==> config.mk <==
export PLATFORM = sky130hd
export DESIGN_NAME = imu_complementary_tilt_filter_top
export DESIGN_NICKNAME = d
export VERILOG_FILES = /design/src/hw/rtl/ictf_pkg.sv /design/src/hw/rtl/imu_complementary_tilt_filter_top.sv /design/src/hw/rtl/ictf_ctrl.sv /design/src/hw/rtl/ictf_datapath.sv
export SDC_FILE = /design/constraint.sdc
export NUM_CORES = 2
export LEC_CHECK = 0
export ABC_CLOCK_PERIOD_IN_PS = 11500
export BUFFER_PORTS_ARGS = -buffer_cell sky130_fd_sc_hd__buf_4
export CAP_MARGIN = 40
export CORE_ASPECT_RATIO = 1.1
export CORE_MARGIN = 3
export CORE_UTILIZATION = 40
export CTS_BUF_LIST = sky130_fd_sc_hd__clkbuf_8
export DETAILED_ROUTE_END_ITERATION = 10
export PLACE_DENSITY = 0.53
export SYNTH_ARGS = -nofsm -noshare
export SYNTH_HDL_FRONTEND = slang
export SYNTH_SLANG_ARGS = --single-unit
==> constraint.sdc <==
create_clock -name clk -period 11.5 [get_ports clk]
set_clock_uncertainty 0.15 [all_clocks]
set_input_delay 1.15 -clock clk [delete_from_list [all_inputs] [get_ports clk]]
set_output_delay 1.15 -clock clk [all_outputs]
set_load 0.005 [all_outputs]
==> src/hw/rtl/ictf_pkg.sv <==
`default_nettype none
package ictf_pkg;

    localparam int CORDIC_STEPS  = 16;
    localparam int INTERVAL_BITS = 20;
    localparam int TABLE_LEN     = 24;
    localparam int CORDIC_N      = (CORDIC_STEPS > TABLE_LEN) ? TABLE_LEN : CORDIC_STEPS;
    localparam int DT_W          = (INTERVAL_BITS < 20) ? INTERVAL_BITS : 20;
    localparam logic [19:0] DT_MASK = 20'((64'(1) << DT_W) - 64'(1));

    localparam int SQRT_STEPS = 15;
    // (4*p + 500000) / 1000000 == ((p + 125000) >> 4) / 15625
    localparam logic [35:0] DIV_HALF    = 36'd125000;
    // ceil(2^45 / 15625), exact for every numerator below 2^32
    localparam logic [31:0] RECIP_MUL   = 32'd2251799814;
    localparam int          RECIP_SHIFT = 45;
    localparam logic [16:0] WEIGHT_ONE = 17'd65536;
    localparam logic [16:0] WEIGHT_RESET = 17'd64225;
    localparam logic [14:0] ONE_G_RESET  = 15'd4096;
    localparam logic signed [25:0] QUARTER_TURN = 26'sd5898240;
    localparam logic signed [26:0] ANGLE_MAX = 27'sd524287;
    localparam logic signed [26:0] ANGLE_MIN = -27'sd524288;

    localparam logic CFG_BLEND_WEIGHT = 1'b0;
    localparam logic CFG_ONE_G_COUNTS = 1'b1;

    typedef struct packed {
        logic signed [15:0] accel_x;
        logic signed [15:0] accel_y;
        logic signed [15:0] accel_z;
        logic signed [15:0] gyro_x_rate;
        logic signed [15:0] gyro_y_rate;
        logic        [19:0] interval_us;
    } in_t;

    typedef struct packed {
        logic signed [19:0] pitch_out;
        logic signed [19:0] roll_out;
    } out_t;

    typedef enum logic [3:0] {
        OP_NONE,
        OP_LOAD,
        OP_MUL_GG,
        OP_MUL_AA,
        OP_SQ_INIT,
        OP_SQ_STEP,
        OP_CR_INIT,
        OP_CR_STEP,
        OP_CR_DONE,
        OP_DIV_MUL,
        OP_DIV_INIT,
        OP_DIV_RCP,
        OP_DIV_DONE,
        OP_BL_MUL1,
        OP_BL_MUL2,
        OP_BL_SUM
    } op_t;

    typedef struct packed {
        op_t        op;
        logic       sel;   // 0 pitch, 1 roll
        logic [4:0] idx;
        logic       emit;
    } cmd_t;

    function automatic logic [21:0] atan_entry(input logic [4:0] i);
        logic [21:0] v;
        case (i)
            5'd0:  v = 22'd2949120;
            5'd1:  v = 22'd1740967;
            5'd2:  v = 22'd919879;
            5'd3:  v = 22'd466945;
            5'd4:  v = 22'd234379;
            5'd5:  v = 22'd117304;
            5'd6:  v = 22'd58666;
            5'd7:  v = 22'd29335;
            5'd8:  v = 22'd14668;
            5'd9:  v = 22'd7334;
            5'd10: v = 22'd3667;
            5'd11: v = 22'd1833;
            5'd12: v = 22'd917;
            5'd13: v = 22'd458;
            5'd14: v = 22'd229;
            5'd15: v = 22'd115;
            5'd16: v = 22'd57;
            5'd17: v = 22'd29;
            5'd18: v = 22'd14;
            5'd19: v = 22'd7;
            5'd20: v = 22'd4;
            5'd21: v = 22'd2;
            5'd22: v = 22'd1;
            default: v = 22'd0;
        endcase
        return v;
    endfunction

endpackage
`default_nettype wire

==> src/hw/rtl/imu_complementary_tilt_filter_top.sv <==
`default_nettype none
// channel   signals                         width / type
// input     in_valid, in_ready, in_data     ictf_pkg::in_t
// output    out_valid, out_ready, out_data  ictf_pkg::out_t
// config    cfg_we, cfg_index, cfg_data     1 bit index, 17 bit data
//
// after its accept, a result is built in 15 square root steps,
// two 16 step cordic passes and two reciprocal divides, which share one
// datapath; a new sample is accepted only once the previous one is done.
// a result waits in the output register; the next sample is taken meanwhile,
// and only its final write stalls until the previous beat is taken.
// reset clears pitch, roll and the registers to their defaults.
module imu_complementary_tilt_filter_top (
    input  wire logic            clk,
    input  wire logic            rst_n,
    input  wire logic            in_valid,
    output logic                 in_ready,
    input  wire ictf_pkg::in_t   in_data,
    output logic                 out_valid,
    input  wire logic            out_ready,
    output ictf_pkg::out_t       out_data,
    input  wire logic            cfg_we,
    input  wire logic            cfg_index,
    input  wire logic [16:0]     cfg_data
);
    import ictf_pkg::*;

    cmd_t cmd;

    ictf_ctrl u_ctrl (
        .clk       (clk),
        .rst_n     (rst_n),
        .in_valid  (in_valid),
        .in_ready  (in_ready),
        .out_valid (out_valid),
        .out_ready (out_ready),
        .cmd       (cmd)
    );

    ictf_datapath u_datapath (
        .clk       (clk),
        .rst_n     (rst_n),
        .cfg_we    (cfg_we),
        .cfg_index (cfg_index),
        .cfg_data  (cfg_data),
        .in_data   (in_data),
        .cmd       (cmd),
        .out_data  (out_data)
    );

endmodule
`default_nettype wire

==> src/hw/rtl/ictf_ctrl.sv <==
`default_nettype none
module ictf_ctrl (
    input  wire logic          clk,
    input  wire logic          rst_n,
    input  wire logic          in_valid,
    output logic               in_ready,
    output logic               out_valid,
    input  wire logic          out_ready,
    output ictf_pkg::cmd_t     cmd
);
    import ictf_pkg::*;

    typedef enum logic [3:0] {
        S_IDLE, S_MUL_GG, S_MUL_AA, S_SQ_INIT, S_SQ_STEP, S_CR_INIT, S_CR_STEP,
        S_CR_DONE, S_DIV_MUL, S_DIV_INIT, S_DIV_RCP, S_DIV_DONE, S_BL_MUL1,
        S_BL_MUL2, S_BL_SUM, S_FINISH
    } state_t;

    state_t     state_reg, state_next;
    logic       sel_reg, sel_next;
    logic [4:0] cnt_reg, cnt_next;
    logic       out_valid_reg, out_valid_next;

    assign in_ready  = (state_reg == S_IDLE);
    assign out_valid = out_valid_reg;

    always_comb
    begin
        state_next     = state_reg;
        sel_next       = sel_reg;
        cnt_next       = cnt_reg;
        out_valid_next = out_valid_reg & ~out_ready;
        cmd.op   = OP_NONE;
        cmd.sel  = sel_reg;
        cmd.idx  = cnt_reg;
        cmd.emit = 1'b0;
        case (state_reg)
            S_IDLE:
            begin
                if (in_valid)
                begin
                    cmd.op     = OP_LOAD;
                    state_next = S_MUL_GG;
                end
            end
            S_MUL_GG:
            begin
                cmd.op     = OP_MUL_GG;
                state_next = S_MUL_AA;
            end
            S_MUL_AA:
            begin
                cmd.op     = OP_MUL_AA;
                state_next = S_SQ_INIT;
            end
            S_SQ_INIT:
            begin
                cmd.op     = OP_SQ_INIT;
                cnt_next   = '0;
                state_next = S_SQ_STEP;
            end
            S_SQ_STEP:
            begin
                cmd.op   = OP_SQ_STEP;
                cnt_next = cnt_reg + 5'd1;
                if (cnt_reg == 5'(SQRT_STEPS - 1))
                begin
                    sel_next   = 1'b0;
                    state_next = S_CR_INIT;
                end
            end
            S_CR_INIT:
            begin
                cmd.op     = OP_CR_INIT;
                cnt_next   = '0;
                state_next = S_CR_STEP;
            end
            S_CR_STEP:
            begin
                cmd.op   = OP_CR_STEP;
                cnt_next = cnt_reg + 5'd1;
                if (cnt_reg == 5'(CORDIC_N - 1))
                    state_next = S_CR_DONE;
            end
            S_CR_DONE:
            begin
                cmd.op   = OP_CR_DONE;
                sel_next = ~sel_reg;
                state_next = sel_reg ? S_DIV_MUL : S_CR_INIT;
            end
            S_DIV_MUL:
            begin
                cmd.op     = OP_DIV_MUL;
                state_next = S_DIV_INIT;
            end
            S_DIV_INIT:
            begin
                cmd.op     = OP_DIV_INIT;
                state_next = S_DIV_RCP;
            end
            S_DIV_RCP:
            begin
                cmd.op     = OP_DIV_RCP;
                state_next = S_DIV_DONE;
            end
            S_DIV_DONE:
            begin
                cmd.op     = OP_DIV_DONE;
                sel_next   = ~sel_reg;
                state_next = sel_reg ? S_BL_MUL1 : S_DIV_MUL;
            end
            S_BL_MUL1:
            begin
                cmd.op     = OP_BL_MUL1;
                state_next = S_BL_MUL2;
            end
            S_BL_MUL2:
            begin
                cmd.op     = OP_BL_MUL2;
                state_next = S_BL_SUM;
            end
            S_BL_SUM:
            begin
                cmd.op     = OP_BL_SUM;
                sel_next   = ~sel_reg;
                state_next = sel_reg ? S_FINISH : S_BL_MUL1;
            end
            S_FINISH:
            begin
                // hold until the output register is free
                if (!out_valid_reg || out_ready)
                begin
                    cmd.emit       = 1'b1;
                    out_valid_next = 1'b1;
                    state_next     = S_IDLE;
                end
            end
            default:
            begin
                state_next = S_IDLE;
            end
        endcase
    end

    always_ff @(posedge clk or negedge rst_n)
    begin
        if (!rst_n)
        begin
            state_reg     <= S_IDLE;
            sel_reg       <= 1'b0;
            cnt_reg       <= '0;
            out_valid_reg <= 1'b0;
        end
        else
        begin
            state_reg     <= state_next;
            sel_reg       <= sel_next;
            cnt_reg       <= cnt_next;
            out_valid_reg <= out_valid_next;
        end
    end

endmodule
`default_nettype wire

==> src/hw/rtl/ictf_datapath.sv <==
`default_nettype none
module ictf_datapath (
    input  wire logic          clk,
    input  wire logic          rst_n,
    input  wire logic          cfg_we,
    input  wire logic          cfg_index,
    input  wire logic [16:0]   cfg_data,
    input  wire ictf_pkg::in_t in_data,
    input  wire ictf_pkg::cmd_t cmd,
    output ictf_pkg::out_t     out_data
);
    import ictf_pkg::*;

    logic [16:0] blend_weight_reg;
    logic [14:0] one_g_reg;

    logic signed [15:0] ax_reg, ay_reg, az_reg, gx_reg, gy_reg;
    logic        [19:0] dt_reg;
    logic        [14:0] g_reg;
    logic        [16:0] w_reg;
    logic signed [42:0] prod_reg;
    logic        [29:0] gg_reg;
    logic        [30:0] sqn_reg, sqr_reg;
    logic signed [33:0] cx_reg, cy_reg;
    logic signed [25:0] cz_reg;
    logic               czero_reg;
    logic signed [17:0] apitch_reg, aroll_reg;
    logic        [31:0] num_reg;
    logic        [17:0] q_reg;
    logic signed [21:0] gp_pitch_reg, gp_roll_reg;
    logic signed [42:0] sum_reg;
    logic signed [19:0] pitch_reg, roll_reg;
    out_t               out_reg;

    logic signed [21:0] mul_a;
    logic signed [20:0] mul_b;
    logic signed [16:0] ax_in, g_s;
    logic        [14:0] g_eff;
    logic        [16:0] w_eff;
    logic signed [15:0] g_rate;
    logic        [16:0] g_mag;
    logic signed [17:0] acc_sel;
    logic signed [21:0] gp_sel;
    logic signed [33:0] ix, iy, ix_r, iy_r;
    logic signed [25:0] iz;
    logic signed [33:0] dx, dy;
    logic signed [25:0] tz;
    logic        [30:0] sq_bit, sq_try;
    logic        [4:0]  sq_sh;
    logic        [63:0] rcp_full;
    logic signed [42:0] bl_sum;
    logic signed [26:0] bl_r;
    logic signed [19:0] bl_sat, st_sel;
    logic signed [25:0] z_rnd;
    logic signed [21:0] q_s;

    assign out_data = out_reg;

    always_comb
    begin
        g_eff  = (one_g_reg == 15'd0) ? 15'd1 : one_g_reg;
        w_eff  = (blend_weight_reg > WEIGHT_ONE) ? WEIGHT_ONE : blend_weight_reg;
        g_s    = $signed({2'b00, g_eff});
        ax_in  = 17'(in_data.accel_x);
        g_rate = cmd.sel ? gy_reg : gx_reg;
        g_mag  = g_rate[15] ? 17'(-18'(g_rate)) : 17'(g_rate);
        acc_sel = cmd.sel ? aroll_reg : apitch_reg;
        gp_sel  = cmd.sel ? gp_roll_reg : gp_pitch_reg;
        st_sel  = cmd.sel ? roll_reg : pitch_reg;

        mul_a = '0;
        mul_b = '0;
        case (cmd.op)
            OP_MUL_GG:
            begin
                mul_a = 22'($signed({1'b0, g_reg}));
                mul_b = 21'($signed({1'b0, g_reg}));
            end
            OP_MUL_AA:
            begin
                mul_a = 22'(ax_reg);
                mul_b = 21'(ax_reg);
            end
            OP_DIV_MUL:
            begin
                mul_a = 22'($signed({1'b0, dt_reg}));
                mul_b = 21'($signed(g_mag));
            end
            OP_BL_MUL1:
            begin
                mul_a = gp_sel;
                mul_b = 21'($signed({1'b0, w_reg}));
            end
            OP_BL_MUL2:
            begin
                mul_a = 22'(acc_sel);
                mul_b = 21'($signed({1'b0, WEIGHT_ONE - w_reg}));
            end
            default:
            begin
                mul_a = '0;
                mul_b = '0;
            end
        endcase

        // cordic seed with quadrant pre-rotation
        if (cmd.sel)
        begin
            ix = 34'(az_reg) <<< 14;
            iy = 34'(ay_reg) <<< 14;
        end
        else
        begin
            ix = 34'(sqr_reg[14:0]) <<< 14;
            iy = 34'(ax_reg) <<< 14;
        end
        ix_r = ix;
        iy_r = iy;
        iz   = '0;
        if (ix < 0)
        begin
            if (iy >= 0)
            begin
                ix_r = iy;
                iy_r = -ix;
                iz   = QUARTER_TURN;
            end
            else
            begin
                ix_r = -iy;
                iy_r = ix;
                iz   = -QUARTER_TURN;
            end
        end

        dx = cy_reg >>> cmd.idx;
        dy = cx_reg >>> cmd.idx;
        tz = 26'($signed({1'b0, atan_entry(cmd.idx)}));
        z_rnd = (cz_reg + 26'sd128) >>> 8;

        sq_sh  = 5'd28 - {cmd.idx[3:0], 1'b0};
        sq_bit = 31'(1) << sq_sh;
        sq_try = sqr_reg + sq_bit;

        // divide by 15625 as a reciprocal multiply
        rcp_full = 64'(num_reg) * 64'(RECIP_MUL);

        q_s = $signed({4'b0000, q_reg});

        bl_sum = sum_reg + prod_reg + 43'sd32768;
        bl_r   = 27'(bl_sum >>> 16);
        if (bl_r > ANGLE_MAX)
            bl_sat = 20'(ANGLE_MAX);
        else if (bl_r < ANGLE_MIN)
            bl_sat = 20'(ANGLE_MIN);
        else
            bl_sat = bl_r[19:0];
    end

    always_ff @(posedge clk or negedge rst_n)
    begin
        if (!rst_n)
        begin
            blend_weight_reg <= WEIGHT_RESET;
            one_g_reg        <= ONE_G_RESET;
            pitch_reg        <= '0;
            roll_reg         <= '0;
        end
        else
        begin
            if (cfg_we)
            begin
                case (cfg_index)
                    CFG_BLEND_WEIGHT: blend_weight_reg <= cfg_data;
                    CFG_ONE_G_COUNTS: one_g_reg        <= cfg_data[14:0];
                    default:          one_g_reg        <= one_g_reg;
                endcase
            end
            if (cmd.op == OP_BL_SUM)
            begin
                if (cmd.sel)
                    roll_reg <= bl_sat;
                else
                    pitch_reg <= bl_sat;
            end
        end
    end

    always_ff @(posedge clk)
    begin
        prod_reg <= mul_a * mul_b;
        if (cmd.emit)
        begin
            out_reg.pitch_out <= pitch_reg;
            out_reg.roll_out  <= roll_reg;
        end
        case (cmd.op)
            OP_LOAD:
            begin
                // clamp the asin argument to one g
                if (ax_in > g_s)
                    ax_reg <= g_s[15:0];
                else if (ax_in < -g_s)
                    ax_reg <= 16'(-g_s);
                else
                    ax_reg <= in_data.accel_x;
                ay_reg <= in_data.accel_y;
                az_reg <= in_data.accel_z;
                gx_reg <= in_data.gyro_x_rate;
                gy_reg <= in_data.gyro_y_rate;
                dt_reg <= in_data.interval_us & DT_MASK;
                g_reg  <= g_eff;
                w_reg  <= w_eff;
            end
            OP_MUL_AA:
            begin
                gg_reg <= prod_reg[29:0];
            end
            OP_SQ_INIT:
            begin
                sqn_reg <= {1'b0, gg_reg - prod_reg[29:0]};
                sqr_reg <= '0;
            end
            OP_SQ_STEP:
            begin
                if (sqn_reg >= sq_try)
                begin
                    sqn_reg <= sqn_reg - sq_try;
                    sqr_reg <= (sqr_reg >> 1) + sq_bit;
                end
                else
                begin
                    sqr_reg <= sqr_reg >> 1;
                end
            end
            OP_CR_INIT:
            begin
                cx_reg    <= ix_r;
                cy_reg    <= iy_r;
                cz_reg    <= iz;
                czero_reg <= (ix == 0) && (iy == 0);
            end
            OP_CR_STEP:
            begin
                if (cy_reg > 0)
                begin
                    cx_reg <= cx_reg + dx;
                    cy_reg <= cy_reg - dy;
                    cz_reg <= cz_reg + tz;
                end
                else
                begin
                    cx_reg <= cx_reg - dx;
                    cy_reg <= cy_reg + dy;
                    cz_reg <= cz_reg - tz;
                end
            end
            OP_CR_DONE:
            begin
                if (cmd.sel)
                    aroll_reg <= czero_reg ? 18'sd0 : z_rnd[17:0];
                else
                    apitch_reg <= czero_reg ? 18'sd0 : z_rnd[17:0];
            end
            OP_DIV_INIT:
            begin
                // rounding half and the factor of four folded into a shift by four
                num_reg <= 32'((prod_reg[35:0] + DIV_HALF) >> 4);
            end
            OP_DIV_RCP:
            begin
                q_reg <= rcp_full[RECIP_SHIFT +: 18];
            end
            OP_DIV_DONE:
            begin
                if (cmd.sel)
                    gp_roll_reg <= 22'(st_sel) + (g_rate[15] ? -q_s : q_s);
                else
                    gp_pitch_reg <= 22'(st_sel) + (g_rate[15] ? -q_s : q_s);
            end
            OP_BL_MUL2:
            begin
                sum_reg <= prod_reg;
            end
            default:
            begin
                sum_reg <= sum_reg;
            end
        endcase
    end

endmodule
`default_nettype wire

### Yosys cells after proc, flatten, opt, wreduce, memory -nomap -nowiden

Memory sizes are Yosys's and may differ from the RTL's.
Cells that the tools add are included.
W data, S select, Z words.

| word-level totals | value |
|---|---|
| output and inout bits | 42 |
| logic and storage cells | 187 |
| memories kept | 1 |
| bits in read-only memories | 704 |
| bits in registers | 658 |
| input bits | 123 |

Memories:

| name | depth | width | rd ports | clocked after memory_dff | wr ports | RTL line | RTL |
|---|---|---|---|---|---|---|---|
| (no name shown) | 32 | 22 | 1 | 0 | 0 | ictf_pkg.sv:69 | `case (i)` |

| cells by class | value |
|---|---|
| magnitude comparators | 9 |
| reductions and logical operators | 25 |
| bitwise gates (word level) | 4 |
| equality and inequality tests | 37 |
| shifts and indexed selects | 3 |
| $mul | 2 |
| multiplexer cells | 49 |
| add/subtract/negate cells | 23 |

Operators with widths:

| operator | number |
|---|---|
| $mux W34 | 8 |
| $pmux W34 S2 | 2 |
| $pmux W31 S2 | 2 |
| $pmux W22 S5 | 1 |
| $pmux W21 S5 | 1 |
| $mux W26 | 3 |
| $add A34 B34 Y34 | 2 |
| $logic_not A34 Y1 | 2 |
| $neg A34 Y34 | 2 |
| $sshr A34 B5 Y34 | 2 |
| $sub A34 B34 Y34 | 2 |
| $eq A4 B4 Y1 const B | 16 |
| $pmux W4 S16 | 1 |
| $mul A32 B31 Y62 const B | 1 |
| $mux W31 | 2 |
| $mux W20 | 3 |
| $pmux W4 S15 | 1 |
| $pmux W26 S2 | 1 |
| $mux W22 | 2 |
| $add A43 B17 Y43 const B | 1 |
| $add A43 B43 Y43 | 1 |
| $mul A22 B21 Y43 | 1 |
| $add A36 B17 Y36 const B | 1 |
| $mux W18 | 2 |
| 51 further kinds | 92 |

### Depth between registers and ports, before layout

| logic depth | value |
|---|---|
| depth in word-level cells | 6 |
| gate-level depth with buffers | 39 |
| mapped depth without buffers | 36 |

### Cells and area by module

Synthesis repeated with hierarchy kept, for this count alone.

| second synthesis, totals | value |
|---|---|
| cells, all modules | 7,828 |
| area total of the unflattened synthesis | 78,484.0 um2 |

Modules (own cells, without submodules):

| module | seq. area each (um2) | cells an instance | instances | area an instance (um2) |
|---|---|---|---|---|
| ictf_datapath | 18,651.6 | 7,737 | 1 | 77,669.5 |
| ictf_ctrl | 275.3 | 91 | 1 | 814.5 |

### Worst setup path after synthesis

No wires, ideal clock.

| timing | value |
|---|---|
| path kind | register -> register |
| from | register u_ctrl.sel_reg |
| to | register u_datapath.prod_reg[40] |
| cell stages (with the launch flop) | 38 |
| data required time | 11,278 ps |
| arrival | 10,002 ps |
| clock period less this slack | 10,224 ps |
| setup time | 72 ps |
| setup slack | 1,276 ps |
| path buffers | 7 |
| cells stage by stage | dfrtp_1 > clkbuf_1 > clkbuf_1 > clkbuf_1 > clkbuf_1 > buf_1 > clkbuf_1 > mux2i_1 > o22ai_1 > a21oi_1 > nand2_1 > clkbuf_1 > nand2_1 > fa_1 > inv_1 > fa_1 > inv_1 > fa_1 > [... 2 more ...] > inv_1 > fa_1 > fa_1 > inv_1 > fa_1 > ha_1 > nand2_1 > a211oi_1 > a221oi_1 > nor3_1 > o31a_1 > o211ai_1 > a211oi_1 > o311ai_0 > o21bai_1 > a21o_1 > a21oi_1 > xnor2_1 |

| between the ends | value |
|---|---|
| cells in the longest elaborated chain, start to end | 5 |
| elaborated cells on any way between the ends | 8 |
| classes of those cells | add/sub (1); mul (1); mux (6) |

RTL lines:

| what | RTL line | RTL |
|---|---|---|
| start: declaration | ictf_ctrl.sv:20 | `logic sel_reg, sel_next;` |
| start signal: assignment | ictf_ctrl.sv:157 | `sel_reg <= sel_next;` |
| $mux W16 | ictf_datapath.sv:65 | `g_rate = cmd.sel ? gy_reg : gx_reg;` |
| $neg A16 Y17 | ictf_datapath.sv:66 | `g_mag = g_rate[15] ? 17'(-18'(g_rate)) : 17'(g_rate);` |
| $mux W17 | ictf_datapath.sv:66 |  |
| $pmux W21 S5 | ictf_datapath.sv:73 | `case (cmd.op)` |
| $mul A22 B21 Y43 (*) | ictf_datapath.sv:191 | `prod_reg <= mul_a * mul_b;` |
| end signal: assignment | ictf_datapath.sv:191 |  |
| end: declaration | ictf_datapath.sv:21 | `logic signed [42:0] prod_reg;` |

Mark *: on every way between the ends. The rest lies on a longest branch, timed or not.
A chain may end at the register's enable or synchronous reset.

### Worst setup path in the final report

| timing | value |
|---|---|
| from | register u_ctrl.state_reg[1] |
| to | register u_datapath.prod_reg[40] |

| between the ends | value |
|---|---|
| cells in the longest elaborated chain, start to end | 5 |
| elaborated cells on any way between the ends | 24 |
| classes of those cells | mul (1); eq/ne (19); mux (3); reduce/logical (1) |

RTL lines:

| what | RTL line | RTL |
|---|---|---|
| start: declaration | ictf_ctrl.sv:19 | `state_t state_reg, state_next;` |
| start signal: assignment | ictf_ctrl.sv:156 | `state_reg <= state_next;` |
| $eq A4 B4 Y1 (tied with other cells) | ictf_ctrl.sv:37 | `case (state_reg)` |
| $pmux W4 S15 (*) | ictf_ctrl.sv:37 |  |
| $eq A4 B4 Y1 or $eq A4 B2 Y1 (tied branches) | ictf_datapath.sv:73 |  |
| $pmux W22 S5 or $pmux W21 S5 (tied branches) | ictf_datapath.sv:73 |  |
| $mul A22 B21 Y43 (*) | ictf_datapath.sv:191 |  |

Marks and branches as above.

==> metrics.md <==
| Metric | Value |
|---|---|
| Leak Pwr | 38.81 nW |
| Count leader, synth | inv_1 |
| Clk root buf | clkbuf_8 |
| Setup WS pre-CTS | 1061 ps |
| Peak supply drop | 0.0001006 V |
| Setup tns final | 0 ps |
| CTS H-tree depth | 3 |
| Proportion of layout cells with a drive suffix above 1 | 9.810% |
| Core footprint | 192800 sq um |
| Post-synthesis register bit count | 658 |
| Setup WS post-layout | 902.9 ps |
| Routed wire per std cell | 22.34 microns |
| Antenna violations before repair | 4 |
| Power Density | 61.38 nW/um^2 |
| Final-report max-slew violation count | 0 |
| First-pass GRT wire length | 360.2 mm |
| I/O pin count | 165 |
| CP max stage delay | 640 ps |
| FP Rows | 169 |
| Cell taking the most area after synthesis | fa_1 |
| Setup crit end kind | register |
| Fin. Hold Viols | 0 |
| Maxcap violations | 0 |
| Critical Path RT | 12150 ps |
| Placer congestion estimate | 0.9373 |
| DR iter-0 viols | 3824 |
| Nets | 9676 |
| Yosys cell types | 100 |
| Clk_lat worst skew | 930 ps |
| Minimum clock period | 10600 ps |
| Via count | 57240 |
| Syn_area_per_cell | 10.03 sq um |
| Drt total wl | 235.7 mm |
| Area of the mapped netlist | 77670 sq um |
| Antenna viol nets, final | 0 |
| Post-CTS sizing | 0 |
| Post-synth EDFFs | 532 |
| GRT Total Usage | 23.69% |
| CTS tree | yes |
| Worst relative slew slack | 35.26% |
| Clk buf depth | 3 |
| Post-CTS setup buffers | 0 |
| Vias in the first global route | 58740 |
| Unrepaired setup endpoints after global routing | false |
| Final HPWL DP | 191.7 mm |
| CTS buffer count | 119 |
| Clk slew on worst S/H paths | 70 ps |
| Initial Utilization | 40.27% |
| Remaining global-route overflow | 0 |
| Worst slew pin tran | 965.4 ps |
| Critical path launch point type | register |
| DR pass1 iterations | 6 |
| Yosys warnings | 0 |
| I/O Buffers | 164 |
| CTS Sinks | 658 |
| Async set-reset flop share out of synthesis | 12.61% |
| Area growth syn-to-layout | 9.059% |
| Setup CP Type | register to register |
| Data arrival, critical path | 11240 ps |
| Most Frequent Cell on Critical Path | fa_1 |
| Chip height | 468.2 microns |
| Endpoints failing setup | 0 |
| CP max-delay cell | o311ai_0 |
| Top FF cell, synth | edfxtp_1 |
| Run status | finished, final reports clean |
| DRC | 0 |
| Hold Crit Class | input port to register |
| Synth top area share | 22.50% |
| Critical-path maximum fanout | 19 |
| Synth top cells by count | 1226 x inv_1, 873 x fa_1, 802 x ha_1, 654 x nand2_1, 532 x edfxtp_1 |
| Largest net degree at the start of global routing | 73 |
| Die area | 199500 sq um |
| Mapped Cells | 7744 |
| Final worst path period share | 92.15% |
| F_max | 0.09437 GHz |
| Die Wd | 426.1 microns |
| Vias per cell | 5.425 |
| Post-synthesis sequential area ratio | 24.37% |
| Largest cells by area after synthesis | fa_1 23%, edfxtp_1 21%, ha_1 13%, inv_1 5.9%, nand2_1 3.2% |
## stage by stage
stage	util, %	power (mW)	cells	cell area, sq um	hold slack [ps]
global placement	42.46	2.862	10310	81880	276.2
floorplan	-	2.773	7749	77690	262.3
CTS	43.92	5.288	10550	84690	154.0
detailed placement	42.60	2.867	10320	82150	275.7
finish	43.92	5.199	10550	84700	247.4
global route	43.92	5.409	10550	84700	202.8
## area by class of cell
class | count | area [sq um]
fillers | 18680 | 108100
multi-input cells | 5597 | 53180
flip-flops and latches | 658 | 18940
inverters | 1231 | 4621
well taps | 2565 | 3209
repair buffers | 271 | 2206
clock buffers | 137 | 1886
clock inverters | 88 | 650.6
diodes | 4 | 10.01
## metal layers
| metal | GRT usage, % | vias to the layer above | wire length, microns |
|---|---|---|---|
| met3 | 2.644 | 407 | 10910 |
| met2 | 40.50 | 1541 | 115700 |
| met4 | 9.595 | 0 | 10950 |
| met5 | 0 | - | 0 |
| met1 | 30.58 | 28840 | 98210 |
| li1 | - | 26460 | - |
## cell families after synthesis
kind of cell | Yosys count | share of synthesized area (%)
simple gates | 1766 | 10.47
fa+ha+maj | 1675 | 35.42
buf+inv | 1494 | 7.394
compound gates | 1318 | 10.66
flops | 658 | 24.37
xor+xnor | 482 | 5.435
mux | 349 | 6.243
other cells | 2 | 0.009669
## power by group
part	switching [mW]	total (mW)	internal, mW	leakage (nW)
Combinational	0.105	0.209	0.104	31.1
Sequential	0.0291	2.61	2.58	6.26
Clock	1.10	2.38	1.28	1.43
Total	1.24	5.20	3.96	38.8
## critical path: cells and delay by family, from the launching register on
| family | cells | cell delay (ps) |
|---|---|---|
| flops | 1 | 540 |
| simple gates | 6 | 2060 |
| buf+inv | 5 | 260 |
| fa+ha+maj | 8 | 3900 |
| compound gates | 11 | 3430 |
| xor+xnor | 1 | 130 |
## worst paths after layout
path | cells past startpoint | end | slack [ps] | start
setup reg to reg | 31 | u_datapath.prod_reg[40] | 900 | u_ctrl.state_reg[1]
hold reg to reg | 0 | u_datapath.sum_reg[41] | 290 | u_datapath.prod_reg[41]
hold / removal | 1 | u_datapath.az_reg[0] | 250 | in_data[52]
max in group asynchronous | 3 | u_datapath.pitch_reg[12] | 9230 | rst_n
min in group asynchronous | 2 | u_ctrl.out_valid | 610 | rst_n
setup / recovery | 31 | u_datapath.prod_reg[40] | 900 | u_ctrl.state_reg[1]
## repair_timing
action | in CTS | in global routing
hold endpoints to repair | 1 | 0
hold buffers | 1 | 0
endpoints found under the setup margin | 0 | 0
## placed cells by master (no fill, tap or decap), types with 212 or more instances in the layout
master	count
edfxtp_1	532
nand2_1	653
buf_4	258
fa_1	873
nor2_1	464
xnor2_1	270
a21oi_1	411
inv_1	1259
xor2_1	212
ha_1	802
o21ai_0	280
(Power assumes the default switching activity.)
